**src/rtl/stbs_pkg.sv**
```systemverilog
package stbs_pkg;

  localparam int IDX_W           = 8;
  localparam int RANGE_W         = IDX_W + 1;
  localparam int IN_VAL_W        = 32;
  localparam int DEF_TABLE_DEPTH = 256;
  localparam int DEF_VALUE_WIDTH = 32;

  localparam logic REQ_LOAD   = 1'b0;
  localparam logic REQ_SEARCH = 1'b1;

  typedef struct packed {
    logic             found;
    logic [IDX_W-1:0] index;
  } result_t;

endpackage

```
**src/rtl/stbs_search.sv**
```systemverilog
module stbs_search #(
  parameter int TABLE_DEPTH = stbs_pkg::DEF_TABLE_DEPTH,
  parameter int VALUE_WIDTH = stbs_pkg::DEF_VALUE_WIDTH,
  localparam int AW         = (TABLE_DEPTH > 1) ? $clog2(TABLE_DEPTH) : 1
) (
  input  logic                                 clk,
  input  logic                                 rst_n,
  input  logic                                 req_valid,
  output logic                                 req_stall,
  input  logic                                 req_type,
  input  logic [stbs_pkg::IDX_W-1:0]           entry_index,
  input  logic signed [stbs_pkg::IN_VAL_W-1:0] entry_value,
  input  logic signed [stbs_pkg::IN_VAL_W-1:0] target,
  input  logic [stbs_pkg::IDX_W-1:0]           lo_bound,
  input  logic [stbs_pkg::IDX_W-1:0]           hi_bound,
  output logic                                 res_valid,
  input  logic                                 res_take,
  output stbs_pkg::result_t                    res,
  output logic                                 wr_en,
  output logic [AW-1:0]                        wr_addr,
  output logic [VALUE_WIDTH-1:0]               wr_data,
  output logic                                 rd_en,
  output logic [AW-1:0]                        rd_addr,
  input  logic [VALUE_WIDTH-1:0]               rd_data
);

  localparam int RW = stbs_pkg::RANGE_W;

  typedef enum logic [1:0] {
    S_IDLE,
    S_PROBE,
    S_EMIT
  } state_t;

  function automatic logic signed [VALUE_WIDTH-1:0] fit(
    input logic signed [stbs_pkg::IN_VAL_W-1:0] v
  );
    logic signed [63:0] ext;
    ext = 64'(v);
    return VALUE_WIDTH'(ext);
  endfunction

  function automatic logic [RW-1:0] mid_of(input logic [RW-1:0] lo, input logic [RW-1:0] hix);
    logic [RW-1:0] span;
    span = hix - lo - RW'(1);
    return lo + (span >> 1);
  endfunction

  state_t                         state_r, state_nxt;
  logic [RW-1:0]                  lo_r, lo_nxt;
  logic [RW-1:0]                  hix_r, hix_nxt;
  logic [RW-1:0]                  mid_r, mid_nxt;
  logic signed [VALUE_WIDTH-1:0]  key_r, key_nxt;
  stbs_pkg::result_t              res_r, res_nxt;

  logic                           accept;
  logic [RW-1:0]                  lo_in;
  logic [RW-1:0]                  hix_in;
  logic signed [VALUE_WIDTH-1:0]  probe;
  logic [RW-1:0]                  lo_step;
  logic [RW-1:0]                  hix_step;

  assign req_stall = (state_r != S_IDLE);
  assign accept    = req_valid && !req_stall;
  assign res_valid = (state_r == S_EMIT);
  assign res       = res_r;

  assign wr_en   = accept && (req_type == stbs_pkg::REQ_LOAD)
                   && (int'(entry_index) < TABLE_DEPTH);
  assign wr_addr = AW'(entry_index);
  assign wr_data = fit(entry_value);

  assign lo_in  = {1'b0, lo_bound};
  assign hix_in = (int'(hi_bound) > TABLE_DEPTH - 1) ? RW'(TABLE_DEPTH)
                                                    : ({1'b0, hi_bound} + RW'(1));
  assign probe  = $signed(rd_data);

  always_comb begin
    lo_step  = lo_r;
    hix_step = hix_r;
    if (probe < key_r) begin
      lo_step = mid_r + RW'(1);
    end else begin
      hix_step = mid_r;
    end
  end

  always_comb begin
    state_nxt = state_r;
    lo_nxt    = lo_r;
    hix_nxt   = hix_r;
    mid_nxt   = mid_r;
    key_nxt   = key_r;
    res_nxt   = res_r;
    rd_en     = 1'b0;
    rd_addr   = AW'(mid_r);
    unique case (state_r)
      S_IDLE: begin
        if (accept && (req_type == stbs_pkg::REQ_SEARCH)) begin
          key_nxt       = fit(target);
          lo_nxt        = lo_in;
          hix_nxt       = hix_in;
          res_nxt.found = 1'b0;
          res_nxt.index = '0;
          if (lo_in < hix_in) begin
            mid_nxt   = mid_of(lo_in, hix_in);
            rd_en     = 1'b1;
            rd_addr   = AW'(mid_nxt);
            state_nxt = S_PROBE;
          end else begin
            state_nxt = S_EMIT;
          end
        end
      end
      S_PROBE: begin
        if (probe == key_r) begin
          res_nxt.found = 1'b1;
          res_nxt.index = mid_r[stbs_pkg::IDX_W-1:0];
          state_nxt     = S_EMIT;
        end else begin
          lo_nxt  = lo_step;
          hix_nxt = hix_step;
          if (lo_step < hix_step) begin
            mid_nxt = mid_of(lo_step, hix_step);
            rd_en   = 1'b1;
            rd_addr = AW'(mid_nxt);
          end else begin
            state_nxt = S_EMIT;
          end
        end
      end
      S_EMIT: begin
        if (res_take) begin
          state_nxt = S_IDLE;
        end
      end
      default: state_nxt = S_IDLE;
    endcase
  end

  always_ff @(posedge clk) begin
    if (!rst_n) begin
      state_r <= S_IDLE;
    end else begin
      state_r <= state_nxt;
    end
    lo_r  <= lo_nxt;
    hix_r <= hix_nxt;
    mid_r <= mid_nxt;
    key_r <= key_nxt;
    res_r <= res_nxt;
  end

endmodule

```
**config.mk**
```make
export PLATFORM = sky130hd
export DESIGN_NAME = stbs_search
export DESIGN_NICKNAME = d
export VERILOG_FILES = /design/src/rtl/stbs_pkg.sv /design/src/rtl/stbs_search.sv
export SDC_FILE = /design/constraint.sdc
export NUM_CORES = 1
export LEC_CHECK = 0
export ABC_CLOCK_PERIOD_IN_PS = 7400
export BUFFER_PORTS_ARGS = -buffer_cell sky130_fd_sc_hd__buf_2
export CORE_ASPECT_RATIO = 1.75
export CORE_MARGIN = 2
export CORE_UTILIZATION = 25
export CTS_BUF_LIST = sky130_fd_sc_hd__clkbuf_4 sky130_fd_sc_hd__clkbuf_8 sky130_fd_sc_hd__clkbuf_16
export DETAILED_ROUTE_END_ITERATION = 10
export PLACE_DENSITY_LB_ADDON = 0.2
export SKIP_LAST_GASP = 1
export SYNTH_ARGS = -nofsm -noshare
export SYNTH_HDL_FRONTEND = slang
export SYNTH_SLANG_ARGS = --single-unit
```
**constraint.sdc**
```tcl
create_clock -name clk -period 7.4 [get_ports clk]
set_input_delay 0.74 -clock clk [delete_from_list [all_inputs] [get_ports clk]]
set_output_delay 0.74 -clock clk [all_outputs]
set_load 0.01 [all_outputs]
```
### Word level (Yosys, flattened, before mapping)

Cells that the tools add are included.

* input bits: 125
* word-level logic and storage cells: 73
* flip-flop bits (word level): 70
* output and inout bits: 61

* reduce and logical (&&, ||, !) cells: 12
* magnitude comparators: 3
* add/subtract/negate cells: 8
* bitwise gates (word level): 1
* mux-type cells: 32
* eq/ne operators: 10

Operators by type and width (count)
* 9-bit 2-to-1 mux: 12
* 9-bit case mux with 2 select lines: 4
* 32-bit == test: 1
* 32-bit < comparator: 1
* 8-bit 2-to-1 mux: 4
* 9-bit by 1-bit subtractor with 9-bit output (second input constant): 2
* 8-bit case mux with 2 select lines: 1
* 2-bit 2-to-1 mux: 5
* 2-bit != test (second input constant): 5
* 8-bit by 1-bit adder with 9-bit output (second input constant): 1
* 8-bit by 8-bit adder with 9-bit output: 1
* 9-bit by 1-bit adder with 9-bit output (second input constant): 1
* 9-bit by 8-bit adder with 9-bit output: 1
* 8-bit by 9-bit < comparator with 1-bit output: 1
* 9-bit < comparator: 1
* 3-bit AND reduction: 3
* 9-bit by 8-bit subtractor with 9-bit output: 1
* 9-bit subtractor: 1
* 2-bit case mux with 3 select lines: 1
* 5-bit AND reduction: 1
* 1-bit 2-to-1 mux: 4
* 2-bit nonzero test: 2
* 1-bit logical AND: 3
* 3-bit != test (second input constant): 1
* other kinds (8): 8

### Logic depth before layout (Yosys ltp)

Gate-level depths: netlist of the first run.

* depth in word-level cells: 8
* mapped depth: 26
* depth with buffers taken out: 25

### Worst setup path after synthesis of the first run

OpenSTA, ideal clock, no wires.

* kind: input to output
* from: input port rd_data[17]
* to: output port rd_addr[7]
* buffers on the path: 3
* slack: 0.874 ns
* cell stages on the path: 24
* data arrival time: 5.786 ns
* required time: 6.660 ns
* cells stage by stage: ha_1 > a21o_1 > a221o_1 > a221oi_2 > nand2_2 > buf_2 > a2bb2oi_2 > clkbuf_1 > buf_1 > mux2i_1 > inv_1 > ha_1 > nor2b_1 > a41oi_2 > nand2b_1 > a21o_1 > xor2_1 > ha_1 > a21o_1 > nor2_1 > o221ai_1 > a31oi_1 > mux2i_1 > o21ai_1

* word-level cells in the longest chain between the ends: 8
* elaborated cells between the ends (all ways): 11
* those cells by class: 3 x add/sub; 2 x order compare; 1 x eq/ne; 5 x mux

RTL lines
* start: declaration: line stbs_search.sv:24 `input logic [VALUE_WIDTH-1:0] rd_data`
* 32-bit < comparator: line stbs_search.sv:81 `if (probe < key_r) begin`
* 9-bit 2-to-1 mux: line stbs_search.sv:81
* 9-bit subtractor: line stbs_search.sv:45 `span = hix - lo - RW'(1);`
* 9-bit by 1-bit subtractor with 9-bit output: line stbs_search.sv:45
* 9-bit by 8-bit adder with 9-bit output: line stbs_search.sv:46 `return lo + (span >> 1);`
* 8-bit 2-to-1 mux: line stbs_search.sv:123 `if (lo_step < hix_step) begin`
* 8-bit 2-to-1 mux (*): line stbs_search.sv:116 `if (probe == key_r) begin`
* 8-bit case mux with 2 select lines (*): line stbs_search.sv:97 `unique case (state_r)`
* end: declaration: line stbs_search.sv:23 `output logic [AW-1:0] rd_addr,`

Mark *: on every way between the ends. The rest lies on a longest branch, timed or not.

### Final worst setup path of the first run

Same ends and word-level chain as after synthesis.

==> summary.log, run 1 <==
qor: status.outcome complete, no violations
qor: worst_setup_path.regToRegSetupSlack 1660 ps
qor: grt.grt_max_degree 28
qor: logic_synthesis.synth_sequential_area_ratio 32.98%
qor: routing.drt-initial-drc-count 205
qor: worst_setup_path.cp_max_fo 13
qor: worst_setup_path.cp_data_arrival_time 6050 ps
qor: logic_synthesis.synthDistinctLibCells 68
qor: logic_synthesis.synthesis.yosys.warnings 0
qor: pwr.max_rail_drop_vdd 0.1208 mV
qor: cells_and_area.final_core_utilization 28.85%
qor: worst_setup_path.crit_path_top_delay_cell nor2_1
qor: timing.timing.final.crit_share 91.82%
qor: grt.grt.overflow.total 0
qor: job.max_cap_viol_count 0
qor: grt.grt_total_usage 13.98%
qor: logic_synthesis.synthesized_area_per_cell 9.271 um^2
qor: timing.timing.setup.tns 0 ps
qor: logic_synthesis.ys_ff_latch 70
qor: timing.clock.fmax 147.2 MHz
qor: clocking.clkTransAtPathRegs 60 ps
qor: clocking.cts_tree built
qor: cells_and_area.layout.cell_area.non_filler 7226 um^2
qor: timing.final.setup_skew 3.761 ps
qor: timing.worst-slew-pin-transition 1090 ps
qor: clocking.worstSkewPairLatency 350 ps
qor: floorplanning.initial_utilization 25.20%
qor: cells_and_area.layout.nets 954
qor: logic_synthesis.synth.top_cell.area_share 32.34%
qor: placement.hpwlAfterDp 15270 um
qor: floorplanning.io_pins 186
qor: logic_synthesis.syn_inst 681
qor: cells_and_area.diodes 0
qor: logic_synthesis.yosys-top-cells-area edfxtp_1, ha_1, buf_4, inv_1, a21oi_1
qor: cells_and_area.flow.area_growth_from_synthesis 14.45%
qor: clocking.cts_inserted_buffers 9
qor: hold_path.worst_hold_path_type input port to flop
qor: floorplanning.die_height 214.2 um
qor: pwr.p_leak 3.310 nW
qor: timing.maxSlewHeadroom 27.04%
qor: floorplanning.core-area 25050 um^2
qor: clocking.post_cts.repair.setup_buffers 0
qor: clocking.max-clock-path-buffers 2
qor: cells_and_area.share_of_layout_cells_above_drive_strength_1 20.37%
qor: grt.antenna_found_initial 0
qor: clocking.clock-sinks 70
qor: cells_and_area.final_common_cell buf_2
qor: timing.worst_hold_slack 563.0 ps
qor: worst_setup_path.worst_setup_path_end_kind output pin
qor: logic_synthesis.ys.flop_type edfxtp_1
qor: timing.layout_setup_ws 605.5 ps
qor: timing.min_period 6794 ps
qor: routing.dr_total_vias 4971
qor: worst_setup_path.path_class input port to output pin
qor: placement.dpl_cell_area 6935 um^2
qor: cells_and_area.final_cell_mix buf_2, inv_1, ha_1
qor: logic_synthesis.ys_async_sr_fraction 0%
qor: worst_setup_path.critical-path-max-stage-delay 410 ps
qor: timing.grt_setup_unrepaired false
qor: placement.io_buffers 105
qor: logic_synthesis.syn_area 6314 um^2
qor: timing.maxSlewViolCount 0
qor: timing.finalSetupViolCount 0
qor: floorplanning.core.rowCount 77
qor: placement.placement.setup.worst_slack 584.8 ps
qor: routing.drt-wirelength-per-cell 17.17 um
qor: grt.grt_pass1_vias 5062
qor: clocking.clockRootBuffer clkbuf_16
qor: grt.grt_first_pass_wirelength 27300 um
qor: pwr.power.density_cell_area 276.8 nW/um^2
qor: clocking.cts-resized-gates 0
qor: routing.drt_drc_violations_left 0
qor: floorplanning.fp.dieArea 26590 um^2
qor: routing.ant_nets 0
qor: logic_synthesis.number_of_synthesized_flops_with_an_enable_pin 68
qor: clocking.cts_hold_buf 0
qor: logic_synthesis.synth_top_area_cell edfxtp_1
qor: routing.first_pass_iters 4
qor: timing.hold_viol 0
qor: routing.vias_per_cell 4.637
qor: logic_synthesis.syn-num-nets 884
qor: worst_setup_path.worst-endpoint-required 6660 ps
qor: clocking.clock_tree.htree_level_count 3
qor: placement.last_weighted_congestion_value_of_the_routability_driven_placer 0.8377
qor: routing.drt_wl_total 18410 um
qor: floorplanning.die-width 124.1 um
qor: worst_setup_path.timing.critical_path.from_type input port
==> through the flow <==
| step | total power, mW | instances |
|---|---|---|
| floorplan | 1.310 | 681 |
| CTS | 2.034 | 1072 |
| global route | 2.161 | 1072 |
| detailed placement | 1.587 | 1056 |
| finish | 2.000 | 1072 |
| global placement | 1.587 | 1056 |
==> power by group <==
group / internal (mW) / switching (mW) / leakage (nW)
logic: 0.423 / 0.616 / 2.51
registers: 0.494 / 0.0352 / 0.657
clock network: 0.258 / 0.174 / 0.144
==> layout make-up <==
| cell class | count | area, um^2 |
|---|---|---|
| fill | 2673 | 17820 |
| multi-input combinational | 472 | 3535 |
| sequential | 70 | 2082 |
| timing repair buffer | 118 | 623.1 |
| tap | 316 | 395.4 |
| inverter | 80 | 300.3 |
| clock buffer | 9 | 225.2 |
| clock inverter | 7 | 65.06 |
==> final timing paths <==
| path | start | to | cells past startpoint |
|---|---|---|---|
| setup / recovery | rd_data[17] | rd_addr[7] | 25 |
| hold reg to reg | lo_r[4] | lo_r[4] | 2 |
| hold / removal | target[2] | key_r[2] | 1 |
| setup reg to reg | key_r[17] | mid_r[8] | 23 |
==> Yosys cell counts, types with 5 or more instances <==
cell / number
ha_1: 76
a21o_1: 10
clkbuf_1: 12
xor2_1: 19
o21a_1: 6
buf_4: 40
nand2_1: 46
and2_1: 11
nor2_1: 52
inv_1: 77
nor2b_1: 6
edfxtp_1: 68
nor3_1: 5
a21oi_1: 46
mux2i_1: 22
nand2b_1: 8
o21bai_1: 11
o21ai_0: 26
o21ai_1: 12
o211ai_1: 5
nand3_1: 17
xnor2_1: 19
==> registers in the layout (all words and copies together) (netlist names) <==
register and count:
state_r 2, hix_r 9, mid_r 9, key_r 32, res 9, lo_r 9
==> routing by layer <==
metal  vias up  share of wire (%)  GRT usage [%]
met1      2288                 34          12.68
met3        63                4.9          2.500
met2       120                 55          27.01
met5         -                  0              0
met4         0                5.9          8.951
li1       2500                  -              -
==> worst max-delay path: cells and delay by family <==
kind / cells / cell delay [ps]
XOR/XNOR: 1 / 140
adder cells (fa/ha/maj): 3 / 960
AO/OA/AOI/OAI: 10 / 2350
AND/OR/NAND/NOR: 7 / 1380
buffers and inverters: 3 / 340
multiplexers: 1 / 120
==> cells by family after synthesis <==
family / after synthesis / share of synthesized area [%]
xor+xnor: 40 / 5.787
simple gates: 178 / 14.19
compound gates: 154 / 16.83
mux: 22 / 3.488
flops: 70 / 32.98
buf+inv: 139 / 11.04
fa+ha+maj: 78 / 15.70
Note: power is estimated with default switching activity, not from simulation.
==> inputs of run 2 (changes only) <==
- CORE_MARGIN: 2 -> 3
- PLACE_DENSITY: unset -> 0.52
- PLACE_DENSITY_LB_ADDON: 0.2 -> unset
==> summary.log, run 2 (synthesis gave the netlist of run 1 again) <==
qor: worst_setup_path.critPathBufInv 2
qor: routing.drt-initial-drc-count 213
qor: cells_and_area.largest_register_ffs 32
qor: worst_setup_path.cp_max_fo 16
qor: timing.worst-slew-pin-transition 1093 ps
qor: worst_setup_path.critical-path-top-delay-family compound AO/OA/AOI/OAI gates
qor: cells_and_area.final_common_cell buf_2
qor: routing.wl_met2 9606 um
qor: worst_setup_path.worst_setup_path_end_kind output pin
qor: clocking.clkTransAtPathRegs 60 ps
qor: cells_and_area.diodes 0
qor: grt.grt.overflow.total 0
qor: placement.last_weighted_congestion_value_of_the_routability_driven_placer 0.8478
qor: pwr.max_rail_drop_vdd 0.1134 mV
qor: timing.timing.setup.tns 0 ps
qor: clocking.cts_inserted_buffers 9
qor: timing.finalSetupViolCount 0
qor: placement.io_buffers 105
qor: clocking.clock_tree.htree_level_count 3
qor: cells_and_area.share_of_layout_cells_above_drive_strength_1 20.58%
qor: routing.ant_nets 0
qor: clocking.clock-sinks 70
qor: timing.hold_viol 0
qor: cells_and_area.combined_area_of_the_multi_input_logic_cells 3540 um^2
qor: floorplanning.io_pins 186
qor: cells_and_area.layout.nets 951
qor: routing.drt_wl_total 17800 um
qor: grt.grt_pass1_vias 5179
qor: hold_path.worst_hold_path_type input port to flop
qor: cells_and_area.final_cell_mix buf_2, inv_1, ha_1
qor: worst_setup_path.worst-endpoint-required 6660 ps
qor: placement.placement.setup.worst_slack 329.5 ps
qor: floorplanning.core-area 24720 um^2
qor: grt.grt_max_degree 38
qor: timing.timing.final.crit_share 91.97%
qor: hold_path.holdCritStartpoint target[13]
qor: routing.drt_drc_violations_left 0
qor: status.outcome complete, no violations
qor: floorplanning.fp.dieArea 27270 um^2
qor: placement.hpwlAfterDp 14870 um
qor: worst_setup_path.crit-reg2reg-launch key_r[17]
qor: routing.met3_wirelength_from_detailed_routing 889 um
qor: routing.dr_total_vias 5001
qor: timing.grt_setup_unrepaired false
qor: pwr.power.density_cell_area 286.0 nW/um^2
qor: worst_setup_path.path_class input port to output pin
qor: worst_setup_path.startpoint rd_data[31]
qor: worst_setup_path.crit_path_frequent_cell nor2_1
qor: timing.maxSlewViolCount 0
qor: clocking.clockRootBuffer clkbuf_16
qor: floorplanning.die_height 216.2 um
qor: grt.grt_first_pass_wirelength 27390 um
qor: clocking.worstSkewPairLatency 340 ps
qor: cells_and_area.largest_register key_r
qor: clocking.cts_tree built
qor: worst_setup_path.cp_data_arrival_time 6070 ps
qor: timing.maxSlewHeadroom 26.83%
qor: pwr.p_leak 3.323 nW
qor: job.max_cap_viol_count 0
qor: worst_setup_path.timing.critical_path.from_type input port
qor: worst_setup_path.crit_path_top_delay_cell ha_2
qor: routing.first_pass_iters 5
qor: worst_setup_path.critical-path-max-stage-delay 480 ps
qor: timing.final.setup_skew 7.329 ps
qor: worst_setup_path.cp_cell_sequence buf_2 > ha_2 > nand4_1 > nor4_2 > and4_1 > o31a_4 > a2bb2oi_2 > mux2i_1 > xor2_2 > ha_1 > nor2_1 > o22a_1 > a311o_1 > nor2_1 > nor2_1 > o21a_1 > a31oi_1 > o21ai_1 > a21oi_1 > xor2_1 > o21ai_1 > buf_2
qor: clocking.post_cts.repair.setup_buffers 0
qor: grt.grt_total_usage 12.94%
qor: floorplanning.core.rowCount 76
qor: floorplanning.initial_utilization 25.54%
qor: grt.antenna_found_initial 0
qor: floorplanning.die-width 126.1 um
qor: timing.clock.fmax 146.9 MHz
qor: timing.layout_setup_ws 594.0 ps
qor: routing.detail_route.wirelength.met1 6196 um
qor: routing.drt-wirelength-per-cell 16.71 um
qor: clocking.max-clock-path-buffers 2
qor: routing.highest_layer met4
qor: cells_and_area.final.fill_count 2686
qor: cells_and_area.area_taken_by_flip_flops_and_latches 2082 um^2
qor: routing.vias_per_cell 4.696
qor: cells_and_area.flow.area_growth_from_synthesis 15.06%
qor: timing.min_period 6806 ps
run 2: changes by cell type in the layout (fill, tap and decap cells not counted), sizes merged:
cell / previous run / this run
buf: 118 / 115
clkbuf: 9 / 10
clkinv: 6 / 3
bufinv: 1 / 3
run 2: metal layers:
metal  GRT usage [%]  vias up
li1                -     2491
met1           12.22     2329
met2           24.74      119
met3           2.195       62
met4           8.948        0
met5               0        -
run 2: metrics by stage:
step | instances | power (mW) | hold slack (ps) | area, um^2 | utilization, %
after floorplan | 681 | 1.310 | 598.2 | 6314 | -
after CTS | 1065 | 2.104 | 557.7 | 7258 | 29.36
after global placement | 1049 | 1.578 | 634.3 | 6910 | 27.95
after detailed placement | 1049 | 1.582 | 652.0 | 6910 | 27.95
after global routing | 1065 | 2.235 | 557.7 | 7264 | 29.38
final | 1065 | 2.078 | 570.3 | 7264 | 29.38
run 2: what timing repair did:
action | CTS | global route
gates resized for setup | 0 | 2
hold buffers | 0 | 0
setup endpoints to repair | 0 | 1
run 2: final timing paths:
check | slack [ps] | end | depth (start not counted)
max | 590 | rd_addr[6] | 22
min | 570 | key_r[13] | 1
max reg2reg | 1680 | mid_r[8] | 23
min reg2reg | 660 | lo_r[5] | 2
run 2: worst reg2reg max path, cell delays in order (launching register included):
cell and delay (ps):
edfxtp_1 360, inv_1 70, ha_1 230, a21o_1 180
a221o_1 330, a221oi_2 320, nand2_2 230, nor2_1 410
mux2i_1 310, nand2_2 150, xor2_2 250, ha_1 360
a21oi_1 160, o21bai_1 90, a21oi_1 270, nor2b_1 80
o21a_1 200, o21a_1 190, o211ai_1 210, ha_1 350
a21o_1 210, nand2_1 60, a21oi_1 80, a2111oi_2 400
run 2: final cells by class:
cell class | count | share of cell area [%]
Multi-Input combinational cell | 472 | 48.73
Sequential cell | 70 | 28.66
Timing Repair Buffer | 115 | 8.319
Tap cell | 312 | 5.374
Inverter | 80 | 4.134
Clock buffer | 10 | 3.290
Clock inverter | 6 | 1.498
run 2: power by group:
| part | switching, mW | internal [mW] | leakage [nW] |
|---|---|---|---|
| logic | 0.621 | 0.420 | 2.49 |
| clock network | 0.171 | 0.338 | 0.172 |
| registers | 0.0346 | 0.494 | 0.657 |
| total | 0.826 | 1.25 | 3.32 |
